**config.mk**
```make
export PLATFORM = sky130hd
export DESIGN_NAME = vector_distance_metric_core
export DESIGN_NICKNAME = d
export VERILOG_FILES = /design/src/rtl/core/vdm_pkg.sv /design/src/rtl/core/vdm_ctrl.sv /design/src/rtl/core/vdm_dpath.sv /design/src/rtl/core/vector_distance_metric_core.sv
export SDC_FILE = /design/constraint.sdc
export NUM_CORES = 2
export LEC_CHECK = 0
export ABC_AREA = 1
export BUFFER_PORTS_ARGS = -buffer_cell sky130_fd_sc_hd__buf_2
export CORE_MARGIN = 2
export CORE_UTILIZATION = 45
export DETAILED_ROUTE_END_ITERATION = 10
export SETUP_SLACK_MARGIN = 0.4
export SYNTH_ARGS = -nofsm -noshare
export SYNTH_HDL_FRONTEND = slang
export SYNTH_HIERARCHICAL = 1
export SYNTH_SLANG_ARGS = --single-unit
export TNS_END_PERCENT = 50
```
**constraint.sdc**
```tcl
create_clock -name clk_i -period 9.7 [get_ports clk_i]
set_input_delay 1.94 -clock clk_i [delete_from_list [all_inputs] [get_ports clk_i]]
set_output_delay 1.94 -clock clk_i [all_outputs]
set_load 0.01 [all_outputs]
```
**src/rtl/core/vdm_pkg.sv**
```systemverilog
// ----------------------------------------------------------------------------
// vdm_pkg: shared types and constants for the vector distance core
// Payload structs, metric codes and the controller/datapath command and
// status groups.
// ----------------------------------------------------------------------------
package vdm_pkg;

  // element and accumulator sizing
  localparam int ELEMENT_WIDTH = 32;
  localparam int FIELD_W       = 32;
  localparam int ACC_W         = 64;
  localparam int DIST_W        = 63;
  localparam int SQ_W          = 2 * ELEMENT_WIDTH;
  localparam int ROOT_W        = ACC_W / 2;
  localparam int REM_W         = ROOT_W + 3;
  localparam int CNT_W         = $clog2(ROOT_W);
  localparam int MODE_W        = 2;

  // largest value of a 63-bit distance
  localparam logic [ACC_W:0] MAX_DIST = {2'b00, {DIST_W{1'b1}}};

  // metric codes
  localparam logic [MODE_W-1:0] MODE_CHEB = 2'd0;
  localparam logic [MODE_W-1:0] MODE_MAN  = 2'd1;
  localparam logic [MODE_W-1:0] MODE_EUC  = 2'd2;

  // input item
  typedef struct packed {
    logic signed [FIELD_W-1:0] elem_a;
    logic signed [FIELD_W-1:0] elem_b;
    logic                      last_element;
  } vdm_in_t;

  // result item
  typedef struct packed {
    logic [DIST_W-1:0] distance;
    logic              saturated;
  } vdm_out_t;

  // controller to datapath
  typedef struct packed {
    logic capture;
    logic diff_en;
    logic mul_en;
    logic acc_en;
    logic root_init;
    logic root_step;
    logic out_load;
  } vdm_cmd_t;

  // datapath to controller
  typedef struct packed {
    logic last;
    logic is_euc;
    logic root_done;
    logic out_free;
  } vdm_sts_t;

endpackage

```
**src/rtl/core/vdm_ctrl.sv**
```systemverilog
// ----------------------------------------------------------------------------
// vdm_ctrl: sequencing state machine
// Walks each item through difference, square and accumulate; on the final
// pair it runs the square root if Euclidean and loads the result register.
// ----------------------------------------------------------------------------
module vdm_ctrl (
  input  logic               clk_i,
  input  logic               rst_ni,
  input  logic               in_valid_i,
  output logic               in_ready_o,
  input  vdm_pkg::vdm_sts_t  sts_i,
  output vdm_pkg::vdm_cmd_t  cmd_o
);
  import vdm_pkg::*;

  localparam logic [2:0] S_IDLE  = 3'd0;
  localparam logic [2:0] S_DIFF  = 3'd1;
  localparam logic [2:0] S_MUL   = 3'd2;
  localparam logic [2:0] S_ACC   = 3'd3;
  localparam logic [2:0] S_RINIT = 3'd4;
  localparam logic [2:0] S_ROOT  = 3'd5;
  localparam logic [2:0] S_LOAD  = 3'd6;

  logic [2:0] state_q, state_d;

  // next state and commands
  always_comb begin
    state_d    = state_q;
    cmd_o      = '0;
    in_ready_o = 1'b0;
    unique case (state_q)
      S_IDLE: begin
        in_ready_o = 1'b1;
        if (in_valid_i) begin
          cmd_o.capture = 1'b1;
          state_d       = S_DIFF;
        end
      end
      S_DIFF: begin
        cmd_o.diff_en = 1'b1;
        state_d       = S_MUL;
      end
      S_MUL: begin
        cmd_o.mul_en = 1'b1;
        state_d      = S_ACC;
      end
      S_ACC: begin
        cmd_o.acc_en = 1'b1;
        if (!sts_i.last) begin
          state_d = S_IDLE;
        end else if (sts_i.is_euc) begin
          state_d = S_RINIT;
        end else begin
          state_d = S_LOAD;
        end
      end
      S_RINIT: begin
        cmd_o.root_init = 1'b1;
        state_d         = S_ROOT;
      end
      S_ROOT: begin
        cmd_o.root_step = 1'b1;
        if (sts_i.root_done) begin
          state_d = S_LOAD;
        end
      end
      S_LOAD: begin
        if (sts_i.out_free) begin
          cmd_o.out_load = 1'b1;
          state_d        = S_IDLE;
        end
      end
      default: begin
        state_d = S_IDLE;
      end
    endcase
  end

  // state register
  always_ff @(posedge clk_i or negedge rst_ni) begin
    if (!rst_ni) begin
      state_q <= S_IDLE;
    end else begin
      state_q <= state_d;
    end
  end

endmodule

```
**src/rtl/core/vdm_dpath.sv**
```systemverilog
// ----------------------------------------------------------------------------
// vdm_dpath: distance datapath
// Absolute difference, registered squarer, accumulator (saturating sum or
// running max), a one-bit-per-cycle square root unit and the result register.
// ----------------------------------------------------------------------------
module vdm_dpath (
  input  logic               clk_i,
  input  logic               rst_ni,
  input  logic               cfg_we_i,
  input  logic [1:0]         cfg_data_i,
  input  vdm_pkg::vdm_in_t   in_data_i,
  output logic               out_valid_o,
  input  logic               out_ready_i,
  output vdm_pkg::vdm_out_t  out_data_o,
  input  vdm_pkg::vdm_cmd_t  cmd_i,
  output vdm_pkg::vdm_sts_t  sts_o
);
  import vdm_pkg::*;

  logic [MODE_W-1:0]        mode_q;
  vdm_in_t                  in_q;
  logic [ELEMENT_WIDTH-1:0] diff_q;
  logic [SQ_W-1:0]          sq_q;
  logic [ACC_W-1:0]         acc_q, acc_d;
  logic                     clip_q, clip_d;
  logic [ACC_W-1:0]         rad_q;
  logic [REM_W-1:0]         rem_q, rem_d;
  logic [ROOT_W-1:0]        root_q, root_d;
  logic [CNT_W-1:0]         cnt_q;
  logic                     out_valid_q;
  vdm_out_t                 out_q;

  logic                     is_euc;
  logic signed [ELEMENT_WIDTH:0] a_ext, b_ext, sub;
  logic [ELEMENT_WIDTH:0]   sub_abs;
  logic [ACC_W-1:0]         addend;
  logic [ACC_W:0]           sum;
  logic [REM_W-1:0]         rem_sh, trial;

  assign is_euc = (mode_q == MODE_EUC);

  // metric register
  always_ff @(posedge clk_i or negedge rst_ni) begin
    if (!rst_ni) begin
      mode_q <= MODE_CHEB;
    end else if (cfg_we_i) begin
      mode_q <= cfg_data_i;
    end
  end

  // absolute difference of the low element bits
  always_comb begin
    a_ext   = {in_q.elem_a[ELEMENT_WIDTH-1], in_q.elem_a[ELEMENT_WIDTH-1:0]};
    b_ext   = {in_q.elem_b[ELEMENT_WIDTH-1], in_q.elem_b[ELEMENT_WIDTH-1:0]};
    sub     = a_ext - b_ext;
    sub_abs = sub[ELEMENT_WIDTH] ? (~sub + 1'b1) : sub;
  end

  // accumulator update under the current metric
  always_comb begin
    addend = is_euc ? ACC_W'(sq_q) : ACC_W'(diff_q);
    sum    = {1'b0, acc_q} + {1'b0, addend};
    acc_d  = acc_q;
    clip_d = clip_q;
    case (mode_q)
      MODE_MAN: begin
        if (sum > MAX_DIST) begin
          acc_d  = MAX_DIST[ACC_W-1:0];
          clip_d = 1'b1;
        end else begin
          acc_d = sum[ACC_W-1:0];
        end
      end
      MODE_EUC: begin
        if (sum[ACC_W]) begin
          acc_d  = {ACC_W{1'b1}};
          clip_d = 1'b1;
        end else begin
          acc_d = sum[ACC_W-1:0];
        end
      end
      default: begin
        if (addend > acc_q) begin
          acc_d = addend;
        end
      end
    endcase
  end

  // one root bit per step
  always_comb begin
    rem_sh = {rem_q[REM_W-3:0], rad_q[ACC_W-1 -: 2]};
    trial  = REM_W'({root_q, 2'b01});
    if (rem_sh >= trial) begin
      rem_d  = rem_sh - trial;
      root_d = {root_q[ROOT_W-2:0], 1'b1};
    end else begin
      rem_d  = rem_sh;
      root_d = {root_q[ROOT_W-2:0], 1'b0};
    end
  end

  // payload stages
  always_ff @(posedge clk_i) begin
    if (cmd_i.capture) begin
      in_q <= in_data_i;
    end
    if (cmd_i.diff_en) begin
      diff_q <= sub_abs[ELEMENT_WIDTH-1:0];
    end
    if (cmd_i.mul_en) begin
      sq_q <= SQ_W'(diff_q) * SQ_W'(diff_q);
    end
    if (cmd_i.root_init) begin
      rad_q  <= acc_q;
      rem_q  <= '0;
      root_q <= '0;
      cnt_q  <= '0;
    end else if (cmd_i.root_step) begin
      rad_q  <= rad_q << 2;
      rem_q  <= rem_d;
      root_q <= root_d;
      cnt_q  <= cnt_q + 1'b1;
    end
    if (cmd_i.out_load) begin
      out_q.distance  <= is_euc ? DIST_W'(root_q) : acc_q[DIST_W-1:0];
      out_q.saturated <= clip_q;
    end
  end

  // accumulator and clip flag, cleared once the result is taken in
  always_ff @(posedge clk_i or negedge rst_ni) begin
    if (!rst_ni) begin
      acc_q  <= '0;
      clip_q <= 1'b0;
    end else if (cmd_i.out_load) begin
      acc_q  <= '0;
      clip_q <= 1'b0;
    end else if (cmd_i.acc_en) begin
      acc_q  <= acc_d;
      clip_q <= clip_d;
    end
  end

  // result register valid
  always_ff @(posedge clk_i or negedge rst_ni) begin
    if (!rst_ni) begin
      out_valid_q <= 1'b0;
    end else if (cmd_i.out_load) begin
      out_valid_q <= 1'b1;
    end else if (out_ready_i) begin
      out_valid_q <= 1'b0;
    end
  end

  assign out_valid_o = out_valid_q;
  assign out_data_o  = out_q;

  // status to the controller
  assign sts_o.last      = in_q.last_element;
  assign sts_o.is_euc    = is_euc;
  assign sts_o.root_done = (cnt_q == CNT_W'(ROOT_W - 1));
  assign sts_o.out_free  = !out_valid_q || out_ready_i;

endmodule

```
**src/rtl/core/vector_distance_metric_core.sv**
```systemverilog
// ----------------------------------------------------------------------------
// vector_distance_metric_core: streaming vector distance
// Chebyshev, Manhattan or Euclidean distance over element pairs, one pair
// per item, with a result item after the pair marked last.
// ----------------------------------------------------------------------------
//  channel  | direction | handshake             | payload
//  ---------+-----------+-----------------------+----------------------------
//  in       | input     | in_valid_i/in_ready_o | elem_a, elem_b, last_element
//  out      | output    | out_valid_o/out_ready_i | distance, saturated
//  cfg      | input     | cfg_we_i              | metric_mode (2 bits)
//
// An element pair passes through capture, difference, square and accumulate.
// A final pair then loads the result; for Euclidean the square root unit
// first retires one root bit per cycle over 32 steps.
// Reset clears the accumulator, clip flag, metric and result valid.
// A result waits in its own register; only a second final pair stalls on it.
// ----------------------------------------------------------------------------
module vector_distance_metric_core (
  input  logic               clk_i,
  input  logic               rst_ni,
  input  logic               in_valid_i,
  output logic               in_ready_o,
  input  vdm_pkg::vdm_in_t   in_data_i,
  output logic               out_valid_o,
  input  logic               out_ready_i,
  output vdm_pkg::vdm_out_t  out_data_o,
  input  logic               cfg_we_i,
  input  logic [1:0]         cfg_data_i
);
  import vdm_pkg::*;

  vdm_cmd_t cmd;
  vdm_sts_t sts;

  // sequencer
  vdm_ctrl u_ctrl (
    .clk_i      (clk_i),
    .rst_ni     (rst_ni),
    .in_valid_i (in_valid_i),
    .in_ready_o (in_ready_o),
    .sts_i      (sts),
    .cmd_o      (cmd)
  );

  // arithmetic
  vdm_dpath u_dpath (
    .clk_i       (clk_i),
    .rst_ni      (rst_ni),
    .cfg_we_i    (cfg_we_i),
    .cfg_data_i  (cfg_data_i),
    .in_data_i   (in_data_i),
    .out_valid_o (out_valid_o),
    .out_ready_i (out_ready_i),
    .out_data_o  (out_data_o),
    .cmd_i       (cmd),
    .sts_o       (sts)
  );

endmodule
```
After elaboration in Yosys (flattened, before gate mapping)
Index checks and enable logic that the tools add are counted.
{"block": "op_classes", "addsub": 5, "mul": 1, "n_lt_le_gt_ge": 3, "eq_ne": 14, "n_mux": 36, "n_bitwise": 1, "reduce_logical": 11}
{"cell": "64-bit 2-to-1 mux", "n": 8}
{"cell": "64-bit case mux with 2 select lines", "n": 1}
{"cell": "64-bit by 64-bit adder with 65-bit output", "n": 1}
{"cell": "65-bit by 63-bit > comparator with 1-bit output (second input constant)", "n": 1}
{"cell": "64-bit > comparator", "n": 1}
{"cell": "32-bit by 32-bit multiplier with 64-bit output", "n": 1}
{"cell": "32-bit 2-to-1 mux", "n": 2}
{"cell": "35-bit by 34-bit greater-or-equal comparator with 1-bit output", "n": 1}
{"cell": "33-bit 2-to-1 mux", "n": 1}
{"cell": "32-bit by 32-bit subtractor with 33-bit output", "n": 1}
{"cell": "33-bit subtractor", "n": 1}
{"cell": "32-bit by 1-bit adder with 32-bit output (second input constant)", "n": 1}
{"cell": "32-bit NOT", "n": 1}
{"cell": "3-bit case mux with 7 select lines", "n": 1}
{"cell": "1-bit 2-to-1 mux", "n": 17}
{"cell": "3-bit 2-to-1 mux", "n": 4}
{"cell": "3-bit == test (second input constant)", "n": 3}
{"cell": "3-bit by 2-bit == test with 1-bit output (second input constant)", "n": 2}
{"cell": "2-bit != test (second input constant)", "n": 3}
{"cell": "2-bit nonzero test", "n": 3}
{"cell": "5-bit by 1-bit adder with 5-bit output (second input constant)", "n": 1}
{"cell": "5-bit == test (second input constant)", "n": 1}
{"cell": "4-bit AND reduction", "n": 1}
{"cell": "4-bit nonzero test", "n": 1}
{"cell": "other kinds (13)", "n": 13}
{"block": "totals", "reg_bits": 430, "input_bits": 72, "out_inout_bits": 66, "elab_cells": 88}

Longest topological paths before layout
{"block": "logic_depth", "word_depth": 8, "depth_mapped": 31, "mapped_depth_nobuf": 29}

Modules after synthesis
Netlist, hierarchy kept.
{"module": "vdm_dpath", "n_inst": 1, "cells_per_inst": 7666, "area_per_inst_um2": 59564.6}
{"module": "vdm_ctrl", "n_inst": 1, "cells_per_inst": 42, "area_per_inst_um2": 272.8}

Least setup slack after synthesis
OpenSTA, ideal clock, no wires.
{"block": "synth_timing", "path_type": "input -> register", "from": "input port out_ready_i", "to": "register u_dpath.acc_q[43]", "setup_ns": 0.116, "arrival_time_ns": 8.330, "t_required_ns": 9.584, "setup_slack_ns": 1.254, "stages": 9, "cell_sequence": "inv_1 nand2_1 nor3b_1 inv_1 nand2_2 buf_2 nor2_1 nand2_1 nand2_1"}
{"item": "from (decl)", "line": "vector_distance_metric_core.sv:25", "text": "input logic out_ready_i,"}
{"item": "to (signal assigned)", "line": "vdm_dpath.sv:134", "text": "acc_q <= '0;"}
{"item": "to (signal assigned)", "line": "vdm_dpath.sv:137", "text": "acc_q <= '0;"}
{"item": "to (signal assigned)", "line": "vdm_dpath.sv:140", "text": "acc_q <= acc_d;"}
{"item": "to (decl)", "line": "vdm_dpath.sv:24", "text": "logic [ACC_W-1:0] acc_q, acc_d;"}

Final worst setup path
{"block": "layout_timing", "from": "register u_dpath.diff_q[29]", "to": "register u_dpath.sq_q[52], data pin"}
{"block": "layout_via", "elab_chain_len": 1}
{"item": "from (decl)", "line": "vdm_dpath.sv:22", "text": "logic [ELEMENT_WIDTH-1:0] diff_q;"}
{"item": "from (signal assigned)", "line": "vdm_dpath.sv:109", "text": "diff_q <= sub_abs[ELEMENT_WIDTH-1:0];"}
{"item": "32-bit by 32-bit multiplier with 64-bit output", "line": "vdm_dpath.sv:112", "text": "sq_q <= SQ_W'(diff_q) * SQ_W'(diff_q);"}
{"item": "to (signal assigned)", "line": "vdm_dpath.sv:112"}
{"item": "to (decl)", "line": "vdm_dpath.sv:23", "text": "logic [SQ_W-1:0] sq_q;"}
Every way passes these cells.
A chain may end at the register's enable or synchronous reset.

==> reports/results.txt <==
status - finished, final reports clean
Syn Area/Cell - 7.76 um^2
#FFs+latches synth - 429
largest net degree at the start of global routing - 83
I/O pin count - 138
number of flops mapped to enable cells by yosys - 288
Critical Path Most Common Cell - fa_1
Mapped Nets - 9,085
initial DRC count - 3,696
Main synth FF type - edfxtp_1
delay-heaviest family, CP - adder cells
FF-to-FF path depth - 24
initial antenna violation count - 4
period utilization - 83.7%
CTS root buf - clkbuf_16
Min-Delay Endpoint - u_dpath/rad_q[4]
unrepaired setup endpoints after global routing - no
Final setup viols - 0
Max FO, Critical Path - 17
crit end category - register
Ys Warns - 6
Max stage delay cell, worst path - edfxtp_1
H-tree depth - 2
WP data arrival - 8.48 ns
Longest Clk Path Bufs - 3
# rows - 133
final hold vios - 0
Initial DRT Pass Iterations - 6
Worst EP required - 10.06 ns
most frequent cells in the layout - nand2_1, inv_1, fa_1, nor2_1, ha_1
die area - 136,000 um^2
f_max - 0.123 GHz
reg2reg start - u_dpath/diff_q[29]
Total GRT Usage - 26.7%
asr flop ratio synth - 16.6%
clock skew - 0.0814 ns
vias in the first global route - 50,600
TNS Setup - 0 ns
TritonCTS clock tree - yes
Mapped Area - 59,800 um^2
Final GP Congestion - 0.963
CTS Hold Bufs - 0
Setup Buffers After CTS - 0
total clock buffers created by CTS - 52
routed vias - 48,600
relative slew slack - 15.7%
sequential area share after synthesis - 19.8%
Final Max Slew Viols - 0
pre-CTS setup slack - 1.75 ns
area post-placement - 62,400 um^2
Core Footprint - 132,000 um^2
DRC - 0
Buf/Inv on CP - 6
r2r endpoint - u_dpath/sq_q[52]
crit path cell chain - buf_4 -> nand2_1 -> fa_1 -> inv_1 -> fa_1 -> fa_1 -> inv_1 -> fa_1 -> inv_1 -> fa_1 -> fa_1 -> fa_1 -> inv_1 -> fa_1 -> inv_1 -> ha_1 -> a21o_1 -> a31oi_1 -> o21ai_0 -> a21oi_1 -> nand3_1 -> a21o_1 -> a21oi_1 -> xnor2_1
hold_sp - u_dpath/rad_q[2]
Clock Sinks - 429
startpoint type of the worst setup path - register
CP peak stage delay - 1.19 ns
Antenna diodes - 0
CTS clk-pin slew, worst paths - 0.06 ns
worst setup margin - 1.58 ns
WL/cell - 18.7 um
synthesis-to-finish area growth - 7.24%
final WL - 179 mm
max-cap violation count - 0
starting density of the core - 45.4%
worst hold stages - 2
cell count after synthesis - 7,708
# port buffers - 137
final instance area - 64,200 um^2
Resized Gates After CTS - 0
Clock Latency Late Sink - 0.68 ns
die height - 369 um
Via density - 5.09
Slew @ Worst Pin - 1.26 ns
layout cell share with drive strength beyond 1 - 4.67%
Post-DP HPWL - 148 mm
ANT nets after route - 0
Die Wd - 369 um
Min-Delay Path Class - register to register
Unique masters post-synth - 56
minimum clock period - 8.12 ns
R2R Setup Slk - 1.58 ns
nets - 9,144
grt ovf - 0
first-pass GRT wire length - 284 mm
most common cell after layout, fill and taps aside - nand2_1
critical path class - register to register
## routing by layer
metal	share of wire (%)	GRT usage (%)	wire length, um	up-vias
li1	-	-	-	23400
met1	45	36.7	80800	23700
met2	47	45.2	84100	1307
met3	5.2	2.79	9220	250
met4	2.6	6.48	4640	4
met5	0.015	0	26	-
## layout make-up
class,count,area (um^2)
clock buffer,64,1390
clock inverter,31,378
fill,13200,67600
inverter,1882,7070
multi-input combinational,5197,40100
sequential,429,11800
tap,1755,2200
timing repair buffer,205,1210
## worst min-delay path, cell delays in order (launching register included)
cell	delay, ns
edfxtp_1	0.32
nand2_1	0.05
o21ai_0	0.06
## Yosys cell counts, types with 13 or more instances
| master | number | area, um^2 |
|---|---|---|
| buf_1 | 13 | 48.8 |
| ha_1 | 509 | 6370 |
| nand2_2 | 14 | 87.6 |
| dfrtp_1 | 71 | 1780 |
| o21a_1 | 16 | 120 |
| xnor2_1 | 47 | 412 |
| a21oi_1 | 283 | 1420 |
| o211ai_1 | 18 | 135 |
| buf_2 | 20 | 100 |
| edfxtp_1 | 288 | 8650 |
| nor2_1 | 599 | 2250 |
| nand3_1 | 194 | 971 |
| dfxtp_1 | 70 | 1400 |
| o21ai_0 | 319 | 1600 |
| clkbuf_1 | 151 | 567 |
| o22ai_1 | 32 | 200 |
| o21ai_1 | 37 | 185 |
| xor2_1 | 137 | 1200 |
| nand4_1 | 50 | 313 |
| nand2_1 | 1882 | 7060 |
| a21o_1 | 29 | 218 |
| inv_1 | 1865 | 7000 |
| o21bai_1 | 42 | 315 |
| fa_1 | 796 | 15900 |
| nor2_2 | 14 | 87.6 |
| inv_2 | 15 | 56.3 |
| a31oi_1 | 26 | 163 |
| nor3_1 | 62 | 310 |
## logic make-up (layout without fill, tap and decap cells)
kind of cell | Yosys count | in the layout | share of synthesized area (%)
flip-flops | 429 | 429 | 19.8
buffers and inverters | 2082 | 2182 | 13.3
AND/OR/NAND/NOR | 2871 | 2871 | 19.2
AO/OA/AOI/OAI | 834 | 834 | 7.73
XOR/XNOR | 187 | 187 | 2.77
adder cells (fa/ha/maj) | 1305 | 1305 | 37.3
## stage by stage
step / hold WS (ns) / instances / util (%)
finish: 0.461 / 9563 / 48.7
detailed placement: 0.448 / 9468 / 47.4
global route: 0.472 / 9563 / 48.7
global placement: 0.444 / 9467 / 47.3
CTS: 0.460 / 9563 / 48.7
floorplan: 0.425 / 7708 / -
## state kept, by name (all words and copies together) (netlist names), 2 cells and up
register / flops
u_dpath/diff_q: 32
u_dpath/out_data_o: 64
u_dpath/acc_q: 64
u_dpath/b_ext: 32
u_dpath/a_ext: 32
u_dpath/root_q: 32
u_dpath/sq_q: 63
u_dpath/rad_q: 64
u_dpath/rem_q: 33
u_ctrl/state_q: 3
u_dpath/cnt_q: 5
u_dpath/mode_q: 2
## worst max-delay path by stage
stage | cells after the start | slack, ns | to | startpoint
2_1_floorplan | 9 | 1.25 | u_dpath/acc_q[43] | out_ready_i
3_3_place_gp | 25 | 1.78 | u_dpath/sq_q[52] | u_dpath/diff_q[29]
3_5_place_dp | 22 | 1.75 | u_dpath/sq_q[41] | u_dpath/diff_q[3]
4_1_cts | 24 | 1.72 | u_dpath/sq_q[52] | u_dpath/diff_q[29]
5_1_grt | 22 | 1.23 | u_dpath/sq_q[41] | u_dpath/diff_q[3]
6_report | 24 | 1.58 | u_dpath/sq_q[52] | u_dpath/diff_q[29]
Power is not shown: default switching activity piles up to over one toggle a cycle in this logic, so the estimate is an artifact.
